==> src/rtl/core/tscc_ram.sv <==
module tscc_ram #(
    parameter int WIDTH = 8,
    parameter int DEPTH = 16
) (
    input  logic                     aclk,
    input  logic                     we,
    input  logic [$clog2(DEPTH)-1:0] waddr,
    input  logic [WIDTH-1:0]         wdata,
    input  logic                     re,
    input  logic [$clog2(DEPTH)-1:0] raddr,
    output logic [WIDTH-1:0]         rdata
);

    logic [WIDTH-1:0] mem [DEPTH];
    logic [WIDTH-1:0] rdata_reg;

    always_ff @(posedge aclk) begin
        if (we) begin
            mem[waddr] <= wdata;
        end
        if (re) begin
            rdata_reg <= mem[raddr];
        end
    end

    assign rdata = rdata_reg;

endmodule

==> config.mk <==
export PLATFORM = sky130hd
export DESIGN_NAME = tscc_ram
export DESIGN_NICKNAME = d
export VERILOG_FILES = /design/src/rtl/core/tscc_ram.sv
export SDC_FILE = /design/constraint.sdc
export NUM_CORES = 1
export LEC_CHECK = 0
export BUFFER_PORTS_ARGS = -buffer_cell sky130_fd_sc_hd__buf_4
export CORE_ASPECT_RATIO = 2
export CORE_MARGIN = 5
export CORE_UTILIZATION = 57
export CTS_BUF_LIST = sky130_fd_sc_hd__clkbuf_8
export CTS_CLUSTER_DIAMETER = 150
export DETAILED_ROUTE_END_ITERATION = 16
export PLACE_DENSITY = 0.88
export SYNTH_ARGS = -nofsm -noshare
export SYNTH_HDL_FRONTEND = slang
export SYNTH_SLANG_ARGS = --single-unit
==> constraint.sdc <==
create_clock -name aclk -period 1.67 [get_ports aclk]
set_input_delay 0.2505 -clock aclk [delete_from_list [all_inputs] [get_ports aclk]]
set_output_delay 0.2505 -clock aclk [all_outputs]
set_load 0.01 [all_outputs]
==> metrics.cfg <==
[setup_path]
rr_worst_depth=3
timing.reg2reg.setup_slack_ns=0.12
worst-path-buf-inv=0
crit_end=rdata[1]$_DFFE_PP_
crit_required_ns=1.83
r2r_end=rdata[1]$_DFFE_PP_
cp_num_cells=3
critPathSlowestCell=mux4_1
critical_path_class=reg2reg
worst_path_largest_cell_delay_ns=0.52
r2r_start=mem[1][1]$_DFFE_PP_
crit_fanout=1
cp-start-kind=flop
critical_path.top_delay_family=multiplexers
crit_arrival_ns=1.71
worstSetupStartpoint=mem[1][1]$_DFFE_PP_
path_cells=mux4_1, a22oi_1, nand2_1
cp-end-kind=flop

[finish]
stdcell_area_um2=6220
area_growth_pct=19.0
largest_reg_flops=128
diodes=0
drive_gt1_share_pct=34.8
finalNetCount=311

[pwr]
power_density_nw_per_um2=1210
vdd_ir_drop_max_uv=1080
power_leakage_nw=2.14

[global_routing]
grt_pass1_wl_um=15300
grt_max_degree=17
grt_use_met3_pct=5.45
gr-usage-met2_pct=33.0
grt_pass1_vias=2668
antenna_found_initial=0
grt_use_met1_pct=21.4
grt_use_total_pct=19.1
overflow=0
busiest_layer=met2

[timing]
finalCritPeriodShare_pct=92.6
setup_viol=0
worst_pin_slew_ns=0.378
max_freq_mhz=647
tns_ns=0
rsz0062_at_grt=no
worst_slew_margin_rel_pct=74.8
hold_viol_final=0
report.final.slew_viol_count=0
skew_ns=0.0128
finalCriticalPeriod_ns=1.55

[clock_network]
cts_setup_buffers=0
clockBufferDepth=2
htreeDepth=4
cts_hold_buf=0
cts_resized=0
clk_pin_slew_ns=0.08
cts_buffers=17
cts_tree=built
insertion_delay_ns=0.43
cts_sinks=136
root_buffer=clkbuf_8

[floorplanning]
die_w_um=77.7
die_area_um2=11300
fp-row-count=49
fp.coreArea_um2=9010
initial_core_util_pct=58.0
fp.dieH_um=145
io_pins=27

[drt]
avgRoutedWirePerCell_um=24.7
viasPerCell=6.31
vias=2570
drt-total-wl_um=10100
drt_iter0_drc=212
dr.pass1.iters=7
ant_nets=0
drc=0

[run]
cap_violations=0

[yosys]
avgSynthCellArea_um2=22.8
synth-seq-cells=136
ys_seq_area_share_pct=78.1
synth_cell_type_count=18
synth_area_um2=5230
synth_fp_nets=248
yosysWarnings=0
synth_cells=229

[placement]
dp_hpwl_um=6980
numPortBuffers=26
routabilityCongestion=0.785
place_area_um2=5720

[status]
status=complete, no violations

[hold_path]
hold_path_class=in2reg

[synth_stat cells]
library cell	n	share of area (%)
a22oi_1	16	2.3
and2_1	1	0.12
and2b_1	1	0.14
buf_2	3	0.29
buf_4	1	0.14
buf_6	3	0.65
clkdlybuf4s25_2	3	0.57
edfxtp_1	136	78
mux4_1	14	7.0
mux4_2	18	7.8
nand2_1	9	0.65
nand2b_1	2	0.24
nand3_1	1	0.096
nand3b_1	2	0.29
nor2_1	13	0.93
nor2b_1	1	0.12
nor3_1	4	0.38
or3b_2	1	0.17
[logic make-up after synthesis]
group / Yosys count / share of synthesized area, %
flops: 136 / 78.1
simple gates: 35 / 3.14
mux: 32 / 14.8
compound gates: 16 / 2.30
buf+inv: 10 / 1.65
[cells in the final DEF, fill, tap and decap left out, types with 7 or more instances in the layout]
cell and instances:
nand2_1 9, edfxtp_1 136, bufinv_16 7, clkbuf_8 17, nor2_1 13, a22oi_1 16
buf_4 51, mux4_2 18, mux4_1 14
[report_power, final]
part           switching (W)  internal [W]  total (W)
clock network        0.00122       0.00209    0.00330
logic               0.000206      0.000187   0.000392
registers          0.0000196       0.00384    0.00386
total                0.00144       0.00612    0.00756
[stage by stage]
step / hold slack (ns) / utilization, % / setup WS (ns) / total power [W] / std cells
detailed placement: 0.558 / 63.4 / -0.0957 / 0.00433 / 375
floorplan: 0.349 / - / 0.137 / 0.00413 / 229
finish: 0.112 / 69.0 / 0.124 / 0.00756 / 407
global route: 0.0905 / 69.0 / 0.0374 / 0.00779 / 407
CTS: 0.0909 / 69.0 / 0.0873 / 0.00761 / 407
global placement: 0.536 / 63.4 / -0.0447 / 0.00431 / 375
[per-layer routing]
metal  wire (µm)  vias to the layer above
li1            -                     1105
met1        3530                     1332
met2        5720                      114
met3         590                       19
met4         223                        0
met5           0                        -
[how the worst min path moves through the flow]
stage / start / end / slack (ns) / cells past startpoint
final: re / rdata[6]$_DFFE_PP_ / 0.11 / 1
after global routing: re / rdata[4]$_DFFE_PP_ / 0.09 / 1
after CTS: re / rdata[6]$_DFFE_PP_ / 0.09 / 1
after detailed placement: re / rdata[4]$_DFFE_PP_ / 0.56 / 1
after global placement: wdata[0] / mem[5][0]$_DFFE_PP_ / 0.54 / 1
after floorplan: wdata[0] / mem[0][0]$_DFFE_PP_ / 0.35 / 0
[layout make-up]
class	count	area, µm²
fill	527	2790
timing repair buffer	54	443
tap	102	128
sequential	136	4080
clock buffer	17	234
multi-input combinational	83	1060
clock inverter	15	272
No activity file was read; power rests on OpenSTA's default activity.
